==> config.mk <==
export PLATFORM = sky130hd
export DESIGN_NAME = ecif_queue
export DESIGN_NICKNAME = d
export VERILOG_FILES = /design/src/hw/rtl/ecif_pkg.sv /design/src/hw/rtl/ecif_queue.sv
export SDC_FILE = /design/constraint.sdc
export NUM_CORES = 1
export LEC_CHECK = 0
export BUFFER_PORTS_ARGS = -buffer_cell sky130_fd_sc_hd__buf_2
export CORE_ASPECT_RATIO = 1.2
export CORE_MARGIN = 4
export CORE_UTILIZATION = 46
export DETAILED_ROUTE_END_ITERATION = 10
export HOLD_SLACK_MARGIN = 0.12
export PLACE_DENSITY = 0.79
export SKIP_CTS_REPAIR_TIMING = 1
export SLEW_MARGIN = 0
export SYNTH_ARGS = -nofsm -noshare
export SYNTH_HDL_FRONTEND = slang
export SYNTH_SLANG_ARGS = --single-unit
export TNS_END_PERCENT = 10
==> constraint.sdc <==
create_clock -name clock -period 19.1 [get_ports clock]
set_input_delay 4.775 -clock clock [delete_from_list [all_inputs] [get_ports clock]]
set_output_delay 4.775 -clock clock [all_outputs]
set_load 0.05 [all_outputs]
==> src/hw/rtl/ecif_pkg.sv <==
// ----------------------------------------------------------------------------
// ecif_pkg
// Shared types, codes, saturation and halving helpers for the Euler interface flux block.
// ----------------------------------------------------------------------------
package ecif_pkg;

   localparam int DATA_W      = 48;
   localparam int FUNC_W      = 2;
   localparam int GAMMA_W     = 26;
   localparam int QUEUE_DEPTH = 2;
   localparam int QPTR_W      = 1;
   localparam int QCNT_W      = 2;
   localparam int MUL_DIG_W   = 16;
   localparam int MUL_STEPS   = 3;
   localparam int MUL_CNT_W   = 2;

   localparam logic [GAMMA_W-1:0] GAMMA_RESET = 26'd23488102;

   localparam logic [FUNC_W-1:0] FUNC_LEFT  = 2'd0;
   localparam logic [FUNC_W-1:0] FUNC_CELL  = 2'd1;
   localparam logic [FUNC_W-1:0] FUNC_RIGHT = 2'd2;

   localparam logic signed [DATA_W-1:0] POS_LIM = {1'b0, {(DATA_W-1){1'b1}}};
   localparam logic signed [DATA_W-1:0] NEG_LIM = {1'b1, {(DATA_W-1){1'b0}}};

   typedef enum logic {
      JOB_BOUNDARY,
      JOB_FACE
   } job_kind_type;

   typedef enum logic {
      OP_MUL,
      OP_DIV
   } arith_op_type;

   typedef struct packed {
      job_kind_type              kind;
      logic signed [DATA_W-1:0] a;
      logic signed [DATA_W-1:0] b;
      logic signed [DATA_W-1:0] c;
   } job_type;

   typedef struct packed {
      logic    push;
      job_type job;
   } queue_wr_type;

   typedef struct packed {
      logic    avail;
      job_type job;
   } queue_rd_type;

   typedef struct packed {
      logic                      start;
      arith_op_type              op;
      logic signed [DATA_W-1:0] a;
      logic signed [DATA_W-1:0] b;
   } arith_req_type;

   typedef struct packed {
      logic                      done;
      logic signed [DATA_W-1:0] result;
   } arith_rsp_type;

   // clamp a magnitude to the signed range and apply the sign
   function automatic logic signed [DATA_W-1:0] sat_mag(input logic neg, input logic over,
                                                        input logic [DATA_W-1:0] lo);
      logic [DATA_W-1:0] lim;
      logic [DATA_W-1:0] m;
      lim = neg ? NEG_LIM : POS_LIM;
      m   = (over || (lo > lim)) ? lim : lo;
      return neg ? -m : m;
   endfunction

   function automatic logic signed [DATA_W-1:0] sat_sum(input logic signed [DATA_W:0] x);
      logic signed [DATA_W-1:0] r;
      if (x[DATA_W] != x[DATA_W-1]) begin
         r = x[DATA_W] ? NEG_LIM : POS_LIM;
      end else begin
         r = x[DATA_W-1:0];
      end
      return r;
   endfunction

   // halve, rounding toward zero
   function automatic logic signed [DATA_W-1:0] half48(input logic signed [DATA_W-1:0] x);
      logic signed [DATA_W:0] t;
      t = {x[DATA_W-1], x} + {{DATA_W{1'b0}}, x[DATA_W-1]};
      return t[DATA_W:1];
   endfunction

   function automatic logic signed [DATA_W-1:0] half49(input logic signed [DATA_W:0] x);
      logic signed [DATA_W+1:0] t;
      t = {x[DATA_W], x} + {{(DATA_W+1){1'b0}}, x[DATA_W]};
      return t[DATA_W:1];
   endfunction

endpackage

==> src/hw/rtl/ecif_queue.sv <==
// ----------------------------------------------------------------------------
// ecif_queue
// Two-entry job queue between the front and the back.
// ----------------------------------------------------------------------------
module ecif_queue (
   input  logic                   clock,
   input  logic                   reset,
   input  ecif_pkg::queue_wr_type qwr,
   output logic                   full,
   input  logic                   pop,
   output ecif_pkg::queue_rd_type qrd
);

   ecif_pkg::job_type                entry_ff [ecif_pkg::QUEUE_DEPTH];
   logic [ecif_pkg::QPTR_W-1:0]      wr_ptr_ff;
   logic [ecif_pkg::QPTR_W-1:0]      rd_ptr_ff;
   logic [ecif_pkg::QCNT_W-1:0]      count_ff;
   logic                             do_pop;

   assign full      = (count_ff == ecif_pkg::QCNT_W'(ecif_pkg::QUEUE_DEPTH));
   assign qrd.avail = (count_ff != '0);
   assign qrd.job   = entry_ff[rd_ptr_ff];
   assign do_pop    = pop && qrd.avail;

   always_ff @(posedge clock) begin
      if (reset) begin
         wr_ptr_ff <= '0;
         rd_ptr_ff <= '0;
         count_ff  <= '0;
      end else begin
         if (qwr.push) begin
            entry_ff[wr_ptr_ff] <= qwr.job;
            wr_ptr_ff           <= wr_ptr_ff + 1'b1;
         end
         if (do_pop) begin
            rd_ptr_ff <= rd_ptr_ff + 1'b1;
         end
         if (qwr.push && !do_pop) begin
            count_ff <= count_ff + 1'b1;
         end else if (!qwr.push && do_pop) begin
            count_ff <= count_ff - 1'b1;
         end
      end
   end

endmodule

==> summary.log, run 1 <==
INFO  sta            final_hold_viol_count=0
INFO  synth          ys_warnings=0
INFO  route          totalWireLength=20.8mm
INFO  flow_run       max_cap_violations=0
INFO  place          hpwlAfterDp=14.0mm
INFO  place          placed_cells=1073
INFO  sta            tightestPinTransition=1.03ns
INFO  cts            clkTransAtPathRegs=0.06ns
INFO  route          detail_route.first_pass.iterations=4
INFO  floorplanning  coreArea=23200µm²
INFO  route          route.detailed.drc=0
INFO  cells_and_area fraction_of_final_layout_cells_with_drive_strength_greater_than_1=60.4%
INFO  sta            finalCriticalPeriod=7.55ns
INFO  worst_setup_path crit_path_start_kind=register
INFO  synth          post_synth_num_cell_types=17
INFO  pwr            design_power_total=1900µW
INFO  cts            clock_tree.root_cell=clkbuf_16
INFO  status         outcome=finished, final reports clean
INFO  cts            insertion_delay=0.53ns
INFO  hold_path      holdPathStages=2
INFO  sta            maxSlewHeadroom=31.3%
INFO  place          io_buffers=295
INFO  cts            cts_inserted_buffers=28
INFO  global_route   m1_gr_usage=17.0%
INFO  cells_and_area areaGrowthSynthToFinish=24.9%
INFO  synth          yosys-top-cells-count=edfxtp_1, mux2_2, mux2_4, buf_2, buf_6
INFO  global_route   grt_pass1_wl=31.5mm
INFO  worst_setup_path worst_r2r_path_depth=2
INFO  cts            cts-root-to-sink-buffers=3
INFO  cells_and_area final_nets=938
INFO  worst_setup_path critical-path-slowest-cell=buf_4
INFO  floorplanning  chipWidth=148µm
INFO  synth          syn-num-nets=623
INFO  worst_setup_path timing.setup.critical_path_class=register to primary output
INFO  sta            setup_ws=11.55ns
INFO  cells_and_area fillCellCount=1787
INFO  floorplanning  initial_utilization=46.8%
INFO  worst_setup_path cp_data_required_time=14.32ns
INFO  synth          synthMostInstantiatedCell=edfxtp_1
INFO  sta            rsz0062_at_grt=no
INFO  cts            tritoncts=built
INFO  cells_and_area multi_input_comb_area=1940µm²
INFO  sta            fin_worst_skew=0.0153ns
INFO  synth          async_reset_ff_share=0%
INFO  route          routed-via-count=5462
INFO  synth          ys_dominant_reg_cell=edfxtp_1
INFO  worst_setup_path worst-endpoint-arrival=2.77ns
INFO  global_route   grt_pass1_vias=5909
INFO  floorplanning  pin_count=296
INFO  worst_setup_path crit_path_cell_trace=buf_4 -> mux2_2 -> buf_2
INFO  global_route   grt_util_met3=4.88%
INFO  worst_setup_path worst-path-max-fanout=61
INFO  route          drt-initial-drc-count=168
INFO  sta            setup_viol=0
INFO  synth          synth.top_cells.by_area=edfxtp_1, mux2_2, mux2_4
INFO  cts            cts_num_sinks=295
INFO  cells_and_area seq_area=8810µm²
INFO  floorplanning  rows=61
INFO  route          route.detailed.wl_per_inst=18.5µm
INFO  sta            post-route-period-util=39.5%
INFO  global_route   grt_start_max_net_pins=77
INFO  synth          netlist_instances=473
INFO  pwr            power_leakage=0.00510µW
INFO  sta            max_freq=0.133GHz
INFO  cells_and_area fin_cells=1126
INFO  hold_path      worst_hold_path_type=register to register
INFO  worst_setup_path cp_slowest_stage_delay=0.74ns
INFO  floorplanning  die_area=26200µm²
INFO  synth          synth.yosys.seq_area_share=81.1%
INFO  global_route   gr-usage-met2=28.1%
INFO  route          antenna_left=0
INFO  route          route.detailed.vias_per_inst=4.85
INFO  global_route   global_route.peak_usage_layer=met2
INFO  synth          syn_area_per_cell=23.0µm²
INFO  pwr            power_density=140nW/µm²
INFO  floorplanning  fp.dieH=176µm
INFO  synth          post_synthesis_sequential_element_count=295
INFO  sta            fin_tns_setup=0ns
INFO  global_route   antenna_found_initial=6
INFO  global_route   grt_overflow=0
INFO  worst_setup_path cp-end-kind=primary output
INFO  sta            maxSlewViolCount=0
INFO  synth          area_of_the_mapped_netlist=10900µm²
INFO  synth          yosys.area.top_type=edfxtp_1
INFO  cts            h-tree-depth=1
INFO  global_route   grtUsageTotal=15.3%
INFO  place          gpl.final_weighted_congestion=0.736
INFO  pwr            irDropWorstVdd=0.154mV
INFO  place          dp_worst_setup_slack=12.05ns
INFO  synth          synth.top_cell.area_share=80.1%
INFO  synth          synth_edf_count=290
-- logic make-up after synthesis --
logic type / count (synthesis) / share of synthesized area, %
compound gates: 3 / 0.138
xor+xnor: 4 / 0.322
fa+ha+maj: 1 / 0.115
buf+inv: 16 / 1.14
flops: 295 / 81.1
mux: 145 / 16.8
simple gates: 9 / 0.461
-- report_power, final --
group | switching (µW) | total (µW) | internal (µW)
registers | 23.1 | 767 | 744
logic | 413 | 599 | 185
clock network | 220 | 537 | 317
-- per-layer routing --
metal | vias to the layer above | share of wire, %
met5 | - | 0.33
met4 | 10 | 2.3
met3 | 45 | 8.7
met2 | 227 | 54
met1 | 2661 | 35
li1 | 2519 | -
-- area by class of cell --
type                       count  area share, %
clock inverter                17           1.13
tap                          315           2.90
multi-input combinational    162           14.3
clock buffer                  35           5.51
timing repair buffer         301           11.2
sequential                   295           64.9
antenna                        1         0.0184
-- final timing paths --
| kind | startpoint | end | slack (ns) |
|---|---|---|---|
| max | register | qrd[46] | 11.55 |
| min | rd_ptr_ff | register | 0.51 |
| max reg2reg | wr_ptr_ff | entry_ff[0][124] | 17.27 |
| min reg2reg | rd_ptr_ff | register | 0.51 |
-- state kept, by name, summed over array words and instances, names as in the netlist, named ones only --
name	cells
wr_ptr_ff	1
entry_ff	290
count_ff	2
rd_ptr_ff	1
-- worst max-delay path: cells and delay by family (launching register included) --
kind / cells / cell delay [ns]
multiplexers: 1 / 0.42
flip-flops: 1 / 0.72
buffers and inverters: 2 / 0.95
-- cell usage in the layout (no fill, tap or decap), types with 2 or more instances in the layout --
| cell | count |
|---|---|
| o21ai_0 | 2 |
| edfxtp_1 | 290 |
| mux2_4 | 50 |
| mux2_2 | 95 |
| buf_4 | 6 |
| clkbuf_16 | 29 |
| buf_2 | 295 |
| nor2_1 | 4 |
| clkbuf_1 | 6 |
| bufinv_16 | 3 |
| xor2_1 | 3 |
| dfxtp_1 | 4 |
| clkinv_2 | 6 |
| clkinv_1 | 7 |
-- metrics by stage --
stage | cell area (µm²) | hold WS, ns | util, %
after floorplan | 10900 | 0.466 | -
after global placement | 12700 | 0.486 | 54.6
after detailed placement | 12700 | 0.489 | 54.6
after CTS | 13600 | 0.513 | 58.5
after global routing | 13600 | 0.571 | 58.5
final | 13600 | 0.514 | 58.5
Power figures use the tool's default switching activity.
==> run 2, diff against run 1 <==
clock period = 7 ns   (was 19.1 ns; I/O delays follow)
==> summary.log, run 2 (synthesis gave the netlist of run 1 again) <==
INFO  worst_setup_path timing.setup.critical_path_class=register to primary output
INFO  route          met2_wirelength=10.9mm
INFO  place          io_buffers=295
INFO  cts            tritoncts=built
INFO  floorplanning  coreArea=23200µm²
INFO  cells_and_area finish.instance_area=13600µm²
INFO  floorplanning  die_area=26200µm²
INFO  route          route.detailed.vias_per_inst=4.84
INFO  sta            fin_worst_skew=0.00666ns
INFO  sta            setup_ws=2.67ns
INFO  cts            clkTransAtPathRegs=0.06ns
INFO  route          detail_route.first_pass.iterations=4
INFO  sta            maxSlewHeadroom=31.9%
INFO  cts            cts-root-to-sink-buffers=3
INFO  global_route   grtUsageTotal=15.3%
INFO  cells_and_area layout.cells.most_common=buf_2
INFO  route          met3WireLength=1.73mm
INFO  cells_and_area largestRegisters=entry_ff (290), count_ff (2)
INFO  global_route   antenna_found_initial=8
INFO  cells_and_area seq_area=8810µm²
INFO  cells_and_area fraction_of_final_layout_cells_with_drive_strength_greater_than_1=60.6%
INFO  cts            h-tree-depth=1
INFO  route          antenna_left=0
INFO  sta            setup_viol=0
INFO  cells_and_area fillCellCount=1775
INFO  route          route.layer.met1.wl=7.65mm
INFO  status         outcome=finished, final reports clean
INFO  worst_setup_path cp-end-kind=primary output
INFO  route          route.detailed.drc=0
INFO  place          gpl.final_weighted_congestion=0.789
INFO  cells_and_area largest_register=entry_ff
INFO  sta            fin_tns_setup=0ns
INFO  cells_and_area final_nets=938
INFO  worst_setup_path worst-path-max-fanout=72
INFO  cts            clock_tree.root_cell=clkbuf_16
INFO  sta            post-route-period-util=61.8%
INFO  floorplanning  chipWidth=148µm
INFO  sta            tightestPinTransition=1.02ns
INFO  cells_and_area areaGrowthSynthToFinish=24.8%
INFO  cts            insertion_delay=0.53ns
INFO  floorplanning  rows=61
INFO  cells_and_area multi_input_comb_area=1950µm²
INFO  sta            rsz0062_at_grt=no
INFO  route          totalWireLength=20.8mm
INFO  route          route.detailed.wl_per_inst=18.5µm
INFO  cts            cts_num_sinks=295
INFO  worst_setup_path crit_path_start_kind=register
INFO  sta            finalCriticalPeriod=4.33ns
INFO  worst_setup_path worst-endpoint-arrival=2.58ns
INFO  route          drt-initial-drc-count=178
INFO  global_route   grt_overflow=0
INFO  floorplanning  initial_utilization=46.8%
INFO  pwr            irDropWorstVdd=0.261mV
INFO  place          dp_worst_setup_slack=3.18ns
INFO  route          routed-via-count=5448
INFO  hold_path      worst_hold_path_type=register to register
INFO  place          place_area=12700µm²
INFO  pwr            power_density=378nW/µm²
INFO  global_route   grt_pass1_vias=5823
INFO  sta            max_freq=0.231GHz
INFO  global_route   grt_start_max_net_pins=76
INFO  sta            final_hold_viol_count=0
INFO  flow_run       max_cap_violations=0
INFO  cells_and_area largest_register_ff_count=290
INFO  worst_setup_path cp_data_required_time=5.25ns
INFO  cts            cts_inserted_buffers=28
INFO  floorplanning  fp.dieH=176µm
INFO  route          top_layer_used=met5
INFO  floorplanning  pin_count=296
INFO  sta            maxSlewViolCount=0
INFO  global_route   grt_pass1_wl=31.2mm
INFO  cells_and_area layout_common_cells=buf_2, edfxtp_1, mux2_2, mux2_4, clkbuf_16
INFO  pwr            design_power_total=5130µW
INFO  place          hpwlAfterDp=14.3mm
INFO  sta            timing.hold.ws=0.502ns
INFO  pwr            power_leakage=0.00508µW
==> run 2: cell count changes in the layout (fill, tap and decap cells not counted), sizes merged <==
cell | before | now
clkinv | 13 | 7
clkbuf | 35 | 40
diode | 1 | 4
bufinv | 3 | 1
==> run 2: worst paths after layout <==
| path | from | cells after the start | end | slack [ns] |
|---|---|---|---|---|
| min reg2reg | rd_ptr_ff | 2 | rd_ptr_ff | 0.50 |
| min | rd_ptr_ff | 2 | rd_ptr_ff | 0.50 |
| max reg2reg | wr_ptr_ff | 2 | entry_ff[1][112] | 5.18 |
| max | register | 3 | qrd[130] | 2.67 |
==> run 2: worst max-delay path: stages, from the launching register on <==
cell,delay (ns)
dfxtp_4,0.51
buf_4,0.77
mux2_2,0.43
buf_2,0.21
==> run 2: per-stage QoR <==
step,instances,utilization (%)
after floorplan,473,-
final,1126,58.4
after CTS,1122,58.4
after global routing,1125,58.4
after detailed placement,1073,54.6
after global placement,1073,54.6
==> run 2: power by group <==
part,internal [µW],switching [µW],leakage (µW)
combinational,509,1140,0.00195
sequential,2030,42.5,0.00271
clock,823,585,0.000426
==> run 2: layout make-up <==
type                            count  area share, %
Multi-Input combinational cell    162           14.4
Clock inverter                      9          0.545
Timing Repair Buffer              301           11.2
Tap cell                          315           2.91
Clock buffer                       40           5.88
Sequential cell                   295           65.0
Antenna cell                        4         0.0738
==> run 2: layer usage <==
metal	GRT usage, %	up-vias
met3	5.06	45
met2	27.2	215
met1	17.7	2657
met5	0	-
met4	4.47	10
li1	-	2521
==> run 3, diff against run 2 <==
clock period = 4.5 ns   (was 7 ns; I/O delays follow)
==> summary.log, run 3 (synthesis gave the netlist of run 1 again) <==
INFO  sta            tightestPinTransition=0.979ns
INFO  worst_setup_path timing.setup.critical_path_class=register to primary output
INFO  global_route   grtUsageTotal=14.8%
INFO  cells_and_area layout.cells.most_common=buf_2
INFO  floorplanning  coreArea=23200µm²
INFO  hold_path      worst_hold_path_type=register to register
INFO  global_route   grt_start_max_net_pins=75
INFO  flow_run       max_cap_violations=0
INFO  place          hpwlAfterDp=13.9mm
INFO  pwr            design_power_total=7920µW
INFO  global_route   antenna_found_initial=8
INFO  sta            rsz0062_at_grt=no
INFO  cts            cts_inserted_buffers=28
INFO  route          met2_wirelength=10.7mm
INFO  sta            final_hold_viol_count=0
INFO  sta            maxSlewViolCount=0
INFO  floorplanning  rows=61
INFO  route          route.layer.met1.wl=7.64mm
INFO  cts            tritoncts=built
INFO  cells_and_area final_nets=939
INFO  worst_setup_path worst-path-max-fanout=71
INFO  route          route.detailed.vias_per_inst=4.84
INFO  cells_and_area fillCellCount=1791
INFO  worst_setup_path critical_path.n_buffers_inverters=2
INFO  cts            clock_tree.root_cell=clkbuf_16
INFO  place          gpl.final_weighted_congestion=0.737
INFO  sta            fin_worst_skew=0.0135ns
INFO  pwr            power_leakage=0.00507µW
INFO  worst_setup_path cp_slowest_stage_delay=0.39ns
INFO  floorplanning  die_area=26200µm²
INFO  cells_and_area largestRegisters=entry_ff (290), count_ff (2)
INFO  place          placed_cells=1074
INFO  cells_and_area fraction_of_final_layout_cells_with_drive_strength_greater_than_1=60.5%
INFO  sta            post-route-period-util=67.8%
INFO  global_route   grt_pass1_wl=30.6mm
INFO  worst_setup_path cp_data_required_time=3.38ns
INFO  route          drt-initial-drc-count=162
INFO  worst_setup_path worst-endpoint-arrival=1.93ns
INFO  cells_and_area areaGrowthSynthToFinish=24.7%
INFO  cells_and_area largest_register=entry_ff
INFO  worst_setup_path cp-end-kind=primary output
INFO  cells_and_area largest_register_ff_count=290
INFO  sta            setup_viol=0
INFO  floorplanning  chipWidth=148µm
INFO  route          route.detailed.drc=0
INFO  status         outcome=finished, final reports clean
INFO  route          top_layer_used=met5
INFO  worst_setup_path crit_path_cell_trace=buf_12 -> mux2_2 -> buf_2
INFO  route          antenna_left=0
INFO  cts            h-tree-depth=1
INFO  worst_setup_path crit_path_start_kind=register
INFO  worst_setup_path worst_path_dominant_cell_family=buffers and inverters
INFO  sta            finalCriticalPeriod=3.05ns
INFO  sta            maxSlewHeadroom=34.7%
INFO  place          place_area=12700µm²
INFO  floorplanning  fp.dieH=176µm
INFO  global_route   grt_pass1_vias=5801
INFO  worst_setup_path critical-path-slowest-cell=mux2_2
INFO  route          met3WireLength=1.79mm
INFO  cells_and_area layout_common_cells=buf_2, edfxtp_1, mux2_2, mux2_4, clkbuf_16
INFO  sta            max_freq=0.328GHz
INFO  cts            clkTransAtPathRegs=0.06ns
INFO  route          totalWireLength=20.6mm
INFO  cells_and_area finish.instance_area=13600µm²
INFO  cts            insertion_delay=0.52ns
INFO  route          detail_route.first_pass.iterations=4
INFO  cts            cts-root-to-sink-buffers=3
INFO  pwr            irDropWorstVdd=0.516mV
INFO  cts            cts_num_sinks=295
INFO  floorplanning  initial_utilization=46.8%
INFO  global_route   grt_overflow=0
INFO  route          route.detailed.wl_per_inst=18.4µm
INFO  route          routed-via-count=5425
INFO  floorplanning  pin_count=296
INFO  place          io_buffers=295
INFO  pwr            power_density=584nW/µm²
INFO  cells_and_area fin_cells=1120
run 3: cell count changes in the layout (fill, tap and decap cells not counted):
cell        change
clkinvlp_4      -1
inv_6           +1
clkinv_4        -1
buf_12          +4
buf_4           -3
clkinv_2        -1
clkbuf_8        -3
clkbuf_1        -2
run 3: tightest hold or removal path, stage by stage, from the launching register on:
cell and delay (ns):
dfxtp_1 0.32, xor2_1 0.08, nor2_1 0.08
run 3: worst paths after layout:
| path | slack (ns) | to | cells after the start | from |
|---|---|---|---|---|
| setup / recovery | 1.45 | qrd[129] | 3 | register |
| hold / removal | 0.52 | rd_ptr_ff | 2 | rd_ptr_ff |
| setup reg to reg | 2.66 | entry_ff[1][23] | 2 | wr_ptr_ff |
| hold reg to reg | 0.52 | rd_ptr_ff | 2 | rd_ptr_ff |
run 3: area by class of cell:
class / instances / area, µm² / area share [%]
multi-input combinational: 162 / 1950 / 14.4
timing repair buffer: 302 / 1580 / 11.7
clock buffer: 35 / 748 / 5.52
clock inverter: 7 / 61.3 / 0.452
tap: 315 / 394 / 2.91
sequential: 295 / 8810 / 65.0
antenna: 4 / 10.0 / 0.0739
run 3: report_power, final:
part	internal, µW	switching (µW)	total (µW)
registers	3160	42.2	3200
logic	804	1810	2610
clock network	1220	888	2100
total	5170	2740	7920
run 3: through the flow:
| step | TNS [ns] | utilization [%] | worst slack [ns] | hold WS [ns] |
|---|---|---|---|---|
| 5_1_grt | 0 | 58.4 | 1.36 | 0.561 |
| 3_5_place_dp | 0 | 54.9 | 1.68 | 0.503 |
| 6_report | 0 | 58.4 | 1.45 | 0.517 |
| 2_1_floorplan | -191.20 | - | -0.754 | 0.466 |
| 3_3_place_gp | 0 | 54.9 | 1.72 | 0.490 |
| 4_1_cts | 0 | 58.4 | 1.42 | 0.521 |
run 3: routing by layer:
| metal | up-vias | global-route usage, % |
|---|---|---|
| li1 | 2515 | - |
| met1 | 2649 | 17.3 |
| met2 | 216 | 26.3 |
| met3 | 37 | 4.96 |
| met4 | 8 | 4.12 |
| met5 | - | 0 |
