==> config.mk <==
export PLATFORM = sky130hd
export DESIGN_NAME = ecif_back_flat
export DESIGN_NICKNAME = d
export VERILOG_FILES = /design/src/hw/rtl/ecif_pkg.sv /design/src/hw/rtl/ecif_if.sv /design/src/hw/rtl/ecif_arith.sv /design/src/hw/rtl/ecif_back.sv /design/src/flat_wrapper.sv
export SDC_FILE = /design/constraint.sdc
export NUM_CORES = 2
export LEC_CHECK = 0
export BUFFER_PORTS_ARGS = -buffer_cell sky130_fd_sc_hd__clkbuf_2
export CORE_MARGIN = 5
export CORE_UTILIZATION = 45
export DETAILED_ROUTE_END_ITERATION = 6
export PLACE_DENSITY = 0.72
export RECOVER_POWER = 25
export SLEW_MARGIN = 20
export SYNTH_ARGS = -nofsm -noshare
export SYNTH_HDL_FRONTEND = slang
export SYNTH_SLANG_ARGS = --single-unit
==> constraint.sdc <==
create_clock -name clock -period 20.2 [get_ports clock]
set_input_delay 1.01 -clock clock [delete_from_list [all_inputs] [get_ports clock]]
set_output_delay 1.01 -clock clock [all_outputs]
set_load 0.02 [all_outputs]
==> src/hw/rtl/ecif_pkg.sv <==
// ----------------------------------------------------------------------------
// ecif_pkg
// Shared types, codes, saturation and halving helpers for the Euler interface flux block.
// ----------------------------------------------------------------------------
package ecif_pkg;

   localparam int DATA_W      = 48;
   localparam int FUNC_W      = 2;
   localparam int GAMMA_W     = 26;
   localparam int QUEUE_DEPTH = 2;
   localparam int QPTR_W      = 1;
   localparam int QCNT_W      = 2;
   localparam int MUL_DIG_W   = 16;
   localparam int MUL_STEPS   = 3;
   localparam int MUL_CNT_W   = 2;

   localparam logic [GAMMA_W-1:0] GAMMA_RESET = 26'd23488102;

   localparam logic [FUNC_W-1:0] FUNC_LEFT  = 2'd0;
   localparam logic [FUNC_W-1:0] FUNC_CELL  = 2'd1;
   localparam logic [FUNC_W-1:0] FUNC_RIGHT = 2'd2;

   localparam logic signed [DATA_W-1:0] POS_LIM = {1'b0, {(DATA_W-1){1'b1}}};
   localparam logic signed [DATA_W-1:0] NEG_LIM = {1'b1, {(DATA_W-1){1'b0}}};

   typedef enum logic {
      JOB_BOUNDARY,
      JOB_FACE
   } job_kind_type;

   typedef enum logic {
      OP_MUL,
      OP_DIV
   } arith_op_type;

   typedef struct packed {
      job_kind_type              kind;
      logic signed [DATA_W-1:0] a;
      logic signed [DATA_W-1:0] b;
      logic signed [DATA_W-1:0] c;
   } job_type;

   typedef struct packed {
      logic    push;
      job_type job;
   } queue_wr_type;

   typedef struct packed {
      logic    avail;
      job_type job;
   } queue_rd_type;

   typedef struct packed {
      logic                      start;
      arith_op_type              op;
      logic signed [DATA_W-1:0] a;
      logic signed [DATA_W-1:0] b;
   } arith_req_type;

   typedef struct packed {
      logic                      done;
      logic signed [DATA_W-1:0] result;
   } arith_rsp_type;

   // clamp a magnitude to the signed range and apply the sign
   function automatic logic signed [DATA_W-1:0] sat_mag(input logic neg, input logic over,
                                                        input logic [DATA_W-1:0] lo);
      logic [DATA_W-1:0] lim;
      logic [DATA_W-1:0] m;
      lim = neg ? NEG_LIM : POS_LIM;
      m   = (over || (lo > lim)) ? lim : lo;
      return neg ? -m : m;
   endfunction

   function automatic logic signed [DATA_W-1:0] sat_sum(input logic signed [DATA_W:0] x);
      logic signed [DATA_W-1:0] r;
      if (x[DATA_W] != x[DATA_W-1]) begin
         r = x[DATA_W] ? NEG_LIM : POS_LIM;
      end else begin
         r = x[DATA_W-1:0];
      end
      return r;
   endfunction

   // halve, rounding toward zero
   function automatic logic signed [DATA_W-1:0] half48(input logic signed [DATA_W-1:0] x);
      logic signed [DATA_W:0] t;
      t = {x[DATA_W-1], x} + {{DATA_W{1'b0}}, x[DATA_W-1]};
      return t[DATA_W:1];
   endfunction

   function automatic logic signed [DATA_W-1:0] half49(input logic signed [DATA_W:0] x);
      logic signed [DATA_W+1:0] t;
      t = {x[DATA_W], x} + {{(DATA_W+1){1'b0}}, x[DATA_W]};
      return t[DATA_W:1];
   endfunction

endpackage

==> src/hw/rtl/ecif_if.sv <==


interface ecif_rsp_if;
   logic                                     valid;
   logic                                     ready;
   logic signed [ecif_pkg::DATA_W-1:0]       mass_flux;
   logic signed [ecif_pkg::DATA_W-1:0]       momentum_flux;
   logic signed [ecif_pkg::DATA_W-1:0]       energy_flux;
   logic                                     density_fault;

   modport source (output valid, mass_flux, momentum_flux, energy_flux, density_fault,
                   input ready);
   modport sink   (input valid, mass_flux, momentum_flux, energy_flux, density_fault,
                   output ready);
endinterface

==> src/hw/rtl/ecif_arith.sv <==
// ----------------------------------------------------------------------------
// ecif_arith
// Shared fixed-point unit: digit-serial multiply and bit-serial restoring divide.
// ----------------------------------------------------------------------------
module ecif_arith #(
   parameter int FRAC_BITS = 24
) (
   input  logic                    clock,
   input  logic                    reset,
   input  ecif_pkg::arith_req_type areq,
   output ecif_pkg::arith_rsp_type arsp
);

   localparam int DW     = ecif_pkg::DATA_W;
   localparam int NUM_W  = DW + FRAC_BITS;
   localparam int PROD_W = 2 * DW;
   localparam int DCNT_W = $clog2(NUM_W);

   typedef enum logic [2:0] {
      A_IDLE,
      A_MUL,
      A_MFIN,
      A_DIV,
      A_DFIN
   } astate_type;

   astate_type                  state_ff;
   logic                        neg_ff;
   logic [DW-1:0]               ma_ff;
   logic [DW-1:0]               mb_ff;
   logic [PROD_W-1:0]           prod_ff;
   logic [ecif_pkg::MUL_CNT_W-1:0] mcnt_ff;
   logic [NUM_W-1:0]            num_ff;
   logic [NUM_W-1:0]            quo_ff;
   logic [DW-1:0]               rem_ff;
   logic [DCNT_W-1:0]           dcnt_ff;
   logic                        done_ff;
   logic signed [DW-1:0]        result_ff;

   logic [DW-1:0]               mag_a;
   logic [DW-1:0]               mag_b;
   logic [PROD_W-1:0]           prod_in;
   logic [PROD_W-1:0]           shifted;
   logic [DW:0]                 trial;
   logic                        ge;
   logic [DW-1:0]               rem_in;

   assign mag_a   = areq.a[DW-1] ? -areq.a : areq.a;
   assign mag_b   = areq.b[DW-1] ? -areq.b : areq.b;
   assign prod_in = (prod_ff << ecif_pkg::MUL_DIG_W)
                    + PROD_W'({{ecif_pkg::MUL_DIG_W{1'b0}}, ma_ff}
                              * mb_ff[DW-1 -: ecif_pkg::MUL_DIG_W]);
   assign shifted = prod_ff >> FRAC_BITS;
   assign trial   = {rem_ff, num_ff[NUM_W-1]};
   assign ge      = (trial >= {1'b0, mb_ff});
   assign rem_in  = ge ? DW'(trial - {1'b0, mb_ff}) : trial[DW-1:0];

   assign arsp.done   = done_ff;
   assign arsp.result = result_ff;

   always_ff @(posedge clock) begin
      if (reset) begin
         state_ff <= A_IDLE;
         done_ff  <= 1'b0;
      end else begin
         done_ff <= 1'b0;
         unique case (state_ff)
            A_IDLE: begin
               if (areq.start) begin
                  neg_ff <= areq.a[DW-1] ^ areq.b[DW-1];
                  ma_ff  <= mag_a;
                  mb_ff  <= mag_b;
                  if (areq.op == ecif_pkg::OP_MUL) begin
                     prod_ff  <= '0;
                     mcnt_ff  <= '0;
                     state_ff <= A_MUL;
                  end else if (areq.b == '0) begin
                     // divide by zero saturates toward the numerator's sign
                     result_ff <= areq.a[DW-1] ? ecif_pkg::NEG_LIM :
                                  ((areq.a == '0) ? '0 : ecif_pkg::POS_LIM);
                     done_ff   <= 1'b1;
                  end else begin
                     num_ff   <= NUM_W'(mag_a) << FRAC_BITS;
                     quo_ff   <= '0;
                     rem_ff   <= '0;
                     dcnt_ff  <= DCNT_W'(NUM_W - 1);
                     state_ff <= A_DIV;
                  end
               end
            end
            A_MUL: begin
               prod_ff <= prod_in;
               mb_ff   <= mb_ff << ecif_pkg::MUL_DIG_W;
               mcnt_ff <= mcnt_ff + 1'b1;
               if (mcnt_ff == ecif_pkg::MUL_CNT_W'(ecif_pkg::MUL_STEPS - 1)) begin
                  state_ff <= A_MFIN;
               end
            end
            A_MFIN: begin
               result_ff <= ecif_pkg::sat_mag(neg_ff, |shifted[PROD_W-1:DW], shifted[DW-1:0]);
               done_ff   <= 1'b1;
               state_ff  <= A_IDLE;
            end
            A_DIV: begin
               rem_ff  <= rem_in;
               num_ff  <= num_ff << 1;
               quo_ff  <= {quo_ff[NUM_W-2:0], ge};
               dcnt_ff <= dcnt_ff - 1'b1;
               if (dcnt_ff == '0) begin
                  state_ff <= A_DFIN;
               end
            end
            A_DFIN: begin
               result_ff <= ecif_pkg::sat_mag(neg_ff, |quo_ff[NUM_W-1:DW], quo_ff[DW-1:0]);
               done_ff   <= 1'b1;
               state_ff  <= A_IDLE;
            end
            default: begin
               state_ff <= A_IDLE;
            end
         endcase
      end
   end

endmodule

==> src/hw/rtl/ecif_back.sv <==
// ----------------------------------------------------------------------------
// ecif_back
// Sequencer that turns a queued job into a face flux using the shared unit.
// ----------------------------------------------------------------------------
module ecif_back #(
   parameter int FRAC_BITS = 24
) (
   input  logic                              clock,
   input  logic                              reset,
   input  logic [ecif_pkg::GAMMA_W-1:0]      gamma,
   input  ecif_pkg::queue_rd_type            qrd,
   output logic                              pop,
   ecif_rsp_if.source                        rsp
);

   localparam int DW = ecif_pkg::DATA_W;
   localparam logic signed [DW-1:0] ONE = DW'(1) << FRAC_BITS;

   typedef enum logic [3:0] {
      S_IDLE,
      S_B_MOM,
      S_B_KE,
      S_B_PDIV,
      S_F_CHECK,
      S_F_U,
      S_F_Q,
      S_F_T1,
      S_F_T2,
      S_F_T3,
      S_F_T4,
      S_F_T5,
      S_OUT
   } bstate_type;

   bstate_type              state_ff;
   logic                    issued_ff;
   logic signed [DW-1:0]    r_ff;
   logic signed [DW-1:0]    m_ff;
   logic signed [DW-1:0]    e_ff;
   logic signed [DW-1:0]    v_ff;
   logic signed [DW-1:0]    p_ff;
   logic signed [DW-1:0]    u_ff;
   logic signed [DW-1:0]    q_ff;
   logic signed [DW-1:0]    t_ff;
   logic signed [DW-1:0]    inner_ff;
   logic signed [DW-1:0]    f1_ff;
   logic signed [DW-1:0]    f2_ff;
   logic                    fault_ff;
   logic                    rsp_valid_ff;
   logic signed [DW-1:0]    rsp_mass_ff;
   logic signed [DW-1:0]    rsp_mom_ff;
   logic signed [DW-1:0]    rsp_energy_ff;
   logic                    rsp_fault_ff;

   logic signed [DW-1:0]    gam;
   logic signed [DW-1:0]    c3;
   logic signed [DW-1:0]    g1;
   logic signed [DW-1:0]    gh;
   logic                    computing;
   ecif_pkg::arith_req_type areq;
   ecif_pkg::arith_rsp_type arsp;
   logic signed [DW-1:0]    res;

   assign gam = DW'(gamma);
   assign c3  = ecif_pkg::half48((ONE <<< 1) + ONE - gam);
   assign g1  = gam - ONE;
   assign gh  = ecif_pkg::half48(g1);
   assign res = arsp.result;

   assign pop = (state_ff == S_IDLE) && qrd.avail;

   always_comb begin
      computing = 1'b1;
      areq.op   = ecif_pkg::OP_MUL;
      areq.a    = '0;
      areq.b    = '0;
      unique case (state_ff)
         S_B_MOM:  begin areq.a = r_ff; areq.b = v_ff; end
         S_B_KE:   begin areq.a = m_ff; areq.b = v_ff; end
         S_B_PDIV: begin areq.op = ecif_pkg::OP_DIV; areq.a = p_ff; areq.b = g1; end
         S_F_U:    begin areq.op = ecif_pkg::OP_DIV; areq.a = m_ff; areq.b = r_ff; end
         S_F_Q:    begin areq.a = m_ff; areq.b = u_ff; end
         S_F_T1:   begin areq.a = c3; areq.b = q_ff; end
         S_F_T2:   begin areq.a = g1; areq.b = e_ff; end
         S_F_T3:   begin areq.a = gh; areq.b = q_ff; end
         S_F_T4:   begin areq.a = e_ff; areq.b = u_ff; end
         S_F_T5:   begin areq.a = u_ff; areq.b = inner_ff; end
         default:  begin computing = 1'b0; end
      endcase
      areq.start = computing && !issued_ff;
   end

   ecif_arith #(
      .FRAC_BITS (FRAC_BITS)
   ) u_arith (
      .clock (clock),
      .reset (reset),
      .areq  (areq),
      .arsp  (arsp)
   );

   assign rsp.valid         = rsp_valid_ff;
   assign rsp.mass_flux     = rsp_mass_ff;
   assign rsp.momentum_flux = rsp_mom_ff;
   assign rsp.energy_flux   = rsp_energy_ff;
   assign rsp.density_fault = rsp_fault_ff;

   always_ff @(posedge clock) begin
      if (reset) begin
         state_ff     <= S_IDLE;
         issued_ff    <= 1'b0;
         rsp_valid_ff <= 1'b0;
      end else begin
         // in S_OUT the output register is reloaded below instead
         if (rsp_valid_ff && rsp.ready && state_ff != S_OUT) begin
            rsp_valid_ff <= 1'b0;
         end
         if (areq.start) begin
            issued_ff <= 1'b1;
         end
         if (arsp.done) begin
            issued_ff <= 1'b0;
         end
         unique case (state_ff)
            S_IDLE: begin
               if (qrd.avail) begin
                  r_ff <= qrd.job.a;
                  if (qrd.job.kind == ecif_pkg::JOB_FACE) begin
                     m_ff     <= qrd.job.b;
                     e_ff     <= qrd.job.c;
                     state_ff <= S_F_CHECK;
                  end else begin
                     v_ff     <= qrd.job.b;
                     p_ff     <= qrd.job.c;
                     state_ff <= S_B_MOM;
                  end
               end
            end
            S_B_MOM: if (arsp.done) begin
               m_ff     <= res;
               state_ff <= S_B_KE;
            end
            S_B_KE: if (arsp.done) begin
               // kinetic energy parked in e until the pressure term arrives
               e_ff     <= ecif_pkg::half48(res);
               state_ff <= S_B_PDIV;
            end
            S_B_PDIV: if (arsp.done) begin
               e_ff     <= ecif_pkg::sat_sum({res[DW-1], res} + {e_ff[DW-1], e_ff});
               state_ff <= S_F_CHECK;
            end
            S_F_CHECK: begin
               if (r_ff[DW-1] || r_ff == '0) begin
                  fault_ff <= 1'b1;
                  f1_ff    <= '0;
                  f2_ff    <= '0;
                  state_ff <= S_OUT;
               end else begin
                  fault_ff <= 1'b0;
                  state_ff <= S_F_U;
               end
            end
            S_F_U: if (arsp.done) begin
               u_ff     <= res;
               state_ff <= S_F_Q;
            end
            S_F_Q: if (arsp.done) begin
               q_ff     <= res;
               state_ff <= S_F_T1;
            end
            S_F_T1: if (arsp.done) begin
               t_ff     <= res;
               state_ff <= S_F_T2;
            end
            S_F_T2: if (arsp.done) begin
               f1_ff    <= ecif_pkg::sat_sum({t_ff[DW-1], t_ff} + {res[DW-1], res});
               t_ff     <= res;
               state_ff <= S_F_T3;
            end
            S_F_T3: if (arsp.done) begin
               inner_ff <= ecif_pkg::sat_sum({t_ff[DW-1], t_ff} - {res[DW-1], res});
               state_ff <= S_F_T4;
            end
            S_F_T4: if (arsp.done) begin
               t_ff     <= res;
               state_ff <= S_F_T5;
            end
            S_F_T5: if (arsp.done) begin
               f2_ff    <= ecif_pkg::sat_sum({t_ff[DW-1], t_ff} + {res[DW-1], res});
               state_ff <= S_OUT;
            end
            S_OUT: begin
               if (!rsp_valid_ff || rsp.ready) begin
                  rsp_valid_ff  <= 1'b1;
                  rsp_mass_ff   <= m_ff;
                  rsp_mom_ff    <= f1_ff;
                  rsp_energy_ff <= f2_ff;
                  rsp_fault_ff  <= fault_ff;
                  state_ff      <= S_IDLE;
               end
            end
            default: begin
               state_ff <= S_IDLE;
            end
         endcase
      end
   end

endmodule

==> src/flat_wrapper.sv <==
// flat-port wrapper written by rule: the top's interface ports become plain ports
module ecif_back_flat 
#(
   parameter int FRAC_BITS = 24
)
  (clock, reset, gamma, qrd, pop, rsp_valid, rsp_mass_flux, rsp_momentum_flux, rsp_energy_flux, rsp_density_fault, rsp_ready);
  ecif_rsp_if rsp_i ();
  input  logic clock;
  input  logic reset;
  input  logic [ecif_pkg::GAMMA_W-1:0] gamma;
  input  ecif_pkg::queue_rd_type qrd;
  output logic pop;
  output wire logic [$bits(rsp_i.valid)-1:0] rsp_valid;
  output wire logic [$bits(rsp_i.mass_flux)-1:0] rsp_mass_flux;
  output wire logic [$bits(rsp_i.momentum_flux)-1:0] rsp_momentum_flux;
  output wire logic [$bits(rsp_i.energy_flux)-1:0] rsp_energy_flux;
  output wire logic [$bits(rsp_i.density_fault)-1:0] rsp_density_fault;
  input wire logic [$bits(rsp_i.ready)-1:0] rsp_ready;
  assign rsp_valid = rsp_i.valid;
  assign rsp_mass_flux = rsp_i.mass_flux;
  assign rsp_momentum_flux = rsp_i.momentum_flux;
  assign rsp_energy_flux = rsp_i.energy_flux;
  assign rsp_density_fault = rsp_i.density_fault;
  assign rsp_i.ready = rsp_ready;
  ecif_back #(.FRAC_BITS(FRAC_BITS)) u_core (.clock(clock), .reset(reset), .gamma(gamma), .qrd(qrd), .pop(pop), .rsp(rsp_i));
endmodule
==> impl_metrics.yaml <==
outcome:
  status: "finished, violations left"
  failed_checks: "DRC, capacitance limit, slew limit"
grt:
  grt_usage_pct: 31.7
  overflow: 0
  grt_pass1_vias: 75078
  grt_pass1_wl_um: 501000
  grt_max_degree: 183
  antenna_found_initial: 38
drt:
  wl_um: 344000
  firstDrtPassIters: 7
  drt_iter0_drc: 9533
  wire_per_inst_um: 28.0
  num_vias: 76484
  antenna_left: 0
  drc: 2
  avgViaCountPerCell: 6.22
cells_and_area:
  postLayoutCoreUtil_pct: 49.3
  area.sequential_mm2: 0.0330
  fill_cells: 18826
  syn_to_final_growth_pct: 9.30
  multi_input_area_mm2: 0.0530
  drive_gt1_share_pct: 7.15
  finalNetCount: 10804
sta:
  tightest_slew_ps: 3010
  slew_headroom_pct: -101
  drv_slew: 350
  tns_ps: 0
  finClkSkew_ps: 95.3
  fin_ws_ps: 9980
  finalCritPeriodShare_pct: 50.6
  fin_crit_ps: 10220
  setup_viol: 0
  rsz0062_at_grt: "no"
  max_freq_mhz: 97.8
  finalHoldViolations: 0
clock_network:
  cts.repair.resized: 0
  cts_tree: "done"
  postCtsSetupBuffers: 0
  cts_inserted_buffers: 132
  htree_levels: 4
  clk_latency_ps: 840
  cts_hold_buf: 0
  clk_path_buf_depth: 3
  clock-sinks: 1102
  clkTransAtPathRegs_ps: 60
  cts_root_buf: "clkbuf_16"
synthesis:
  synthDistinctLibCells: 98
  post_synth.cell_area_avg_um2: 9.76
  yosys.area_share.simple_pct: 15.0
  netlist_top_cells_count: "inv_1, edfxtp_1, nand2_1"
  synth_compound_area_share_pct: 14.8
  synthFlopType: "edfxtp_1"
  synthAdderAreaFrac_pct: 21.4
  synth_edf_count: 1092
  syn_nets: 10749
  synth_area_mm2: 0.0920
  synth_top_family_by_area: "adder cells"
  async_flop_share_pct: 0
  yosys.area.top_type: "edfxtp_1"
  yosys_warnings: 0
  synth.area.top_cells: "edfxtp_1, fa_1, ha_1"
  synth_xor_area_share_pct: 4.11
  yosysMostFrequentCell: "inv_1"
  synth.top_cell.area_share_pct: 35.6
  synthMuxAreaShare_pct: 1.80
  syn_inst: 9425
  synth.ff_latch_count: 1102
  yosysSeqAreaShare_pct: 35.9
die:
  dieArea_mm2: 0.214
  fp.coreArea_mm2: 0.204
  die_w_um: 462
  dieHeight_um: 462
  ioPinCount: 322
  start_util_pct: 45.1
  rows: 166
worst_setup_path:
  path_class: "register to register"
  reg2reg_depth: 22
  cpPeakStageDelay_ps: 2050
  arrival_ps: 10880
  crit_required_ps: 20860
  crit_fanout: 49
  worstPathCellList: "clkbuf_1, nand2_1, fa_1, inv_1, fa_1, fa_1, inv_1, fa_1, inv_1, ha_1, nand3_1, nor2_1, nand3_1, nor3_1, o211ai_1, o41ai_2, a21oi_1, o31a_1, o211a_1, nor4_1, or3b_2, a21oi_1"
  cp-end-kind: "register"
  worstReg2RegStart: "u_core.u_arith.mb_ff[32]$_DFFE_PP_"
  rrSetupSlack_ps: 9980
  cp-endpoint: "u_core.u_arith.prod_ff[90]$_SDFFCE_PN0P_"
  start_kind: "register"
  reg2reg_to: "u_core.u_arith.prod_ff[90]$_SDFFCE_PN0P_"
  startpoint: "u_core.u_arith.mb_ff[32]$_DFFE_PP_"
  critical-path-slowest-cell: "clkbuf_1"
  cp_common_cell: "fa_1"
place:
  dp_slack_ps: 10620
  port_buffers: 321
  hpwl_um: 259000
  place.gp.congestion: 1.04
flow_run:
  max-cap-violations: 10
hold_path:
  min_path_cells: 1
  hold_class: "input pin to register"
  hold_start: "qrd[98]"
## placed cells by master (no fill, tap or decap), types with 28 or more instances in the layout
cell	instances
a211oi_1	41
a21o_1	201
a21oi_1	532
a221o_1	28
a22o_1	28
a22oi_1	181
a31oi_1	49
and2_1	293
and3_1	130
buf_4	117
clkbuf_1	238
clkbuf_16	133
clkbuf_2	138
edfxtp_1	1092
fa_1	694
ha_1	455
inv_1	1151
mux2_2	91
mux2i_1	63
nand2_1	957
nand2b_1	64
nand3_1	207
nand4_1	109
nor2_1	505
nor2b_1	59
nor3_1	158
nor4_1	90
o211ai_1	62
o21a_1	39
o21ai_0	439
o21bai_1	53
o221ai_1	33
o31ai_1	50
or2_2	31
or3_1	55
xnor2_1	304
xor2_1	126
## final cells by class
class,count,share of cell area (%)
clock inverter,84,0.979
antenna,26,0.0647
clock buffer,160,3.41
tap,2688,3.34
timing repair buffer,467,2.37
sequential,1102,32.8
inverter,1155,4.31
multi-input combinational,6622,52.7
## per-stage QoR
stage	instance area, um^2	instances	hold slack [ps]
floorplan	92000	9425	400
global placement	96400	12034	401
detailed placement	96400	12034	405
CTS	101000	12278	324
global route	101000	12297	347
finish	101000	12304	368
## cell families after synthesis
logic type,count (synthesis)
and+or+nand+nor,2809
AOI/OAI and AO/OA,2067
buffers and inverters,1701
adders and majority gates,1160
DFF,1102
xor gates and xnor gates,432
muxes,154
## worst min-delay path by stage
stage                                            to  slack, ps
6_report                   u_core.r_ff[2]$_DFFE_PP_        370
3_5_place_dp   u_core.rsp.energy_flux[17]$_DFFE_PP_        400
4_1_cts                   u_core.r_ff[15]$_DFFE_PP_        320
2_1_floorplan    u_core.rsp.density_fault$_DFFE_PP_        400
3_3_place_gp   u_core.rsp.energy_flux[17]$_DFFE_PP_        400
5_1_grt                    u_core.r_ff[3]$_DFFE_PP_        350
## metal layers
layer  share of wire, %  global-route usage [%]  up-vias
met5              0.017                       0        -
met4                7.0                    18.8        8
met3                 11                    7.54      860
met2                 43                    47.4     4560
met1                 39                    42.0    38020
li1                   -                       -    33036
## sequential cells by signal (all words and copies together), names as in the netlist, 3 cells and up
| name | flops |
|---|---|
| u_core.u_arith.quo_ff | 72 |
| u_core.u_arith.prod_ff | 96 |
| u_core.u_ff | 48 |
| u_core.rsp.momentum_flux | 48 |
| u_core.u_arith.num_ff | 48 |
| u_core.u_arith.dcnt_ff | 7 |
| u_core.u_arith.result_ff | 48 |
| u_core.m_ff | 48 |
| u_core.inner_ff | 48 |
| u_core.v_ff | 48 |
| u_core.e_ff | 48 |
| u_core.t_ff | 48 |
| u_core.u_arith.state_ff | 3 |
| u_core.rsp.mass_flux | 48 |
| u_core.u_arith.ma_ff | 48 |
| u_core.p_ff | 48 |
| u_core.rsp.energy_flux | 48 |
| u_core.f1_ff | 48 |
| u_core.state_ff | 4 |
| u_core.f2_ff | 48 |
| u_core.q_ff | 48 |
| u_core.u_arith.rem_ff | 48 |
| u_core.r_ff | 48 |
| u_core.u_arith.mb_ff | 48 |
## worst max-delay path: cells and delay by family, from the launching register on
kind	cells	cell delay [ps]
adder cells (fa/ha/maj)	5	2640
AND/OR/NAND/NOR	7	2410
AO/OA/AOI/OAI	6	2360
buffers and inverters	4	2200
flip-flops	1	330
Power is left out: the tool's default activity adds up to more than one toggle a clock period on the data nets, which glitch-free logic cannot reach.
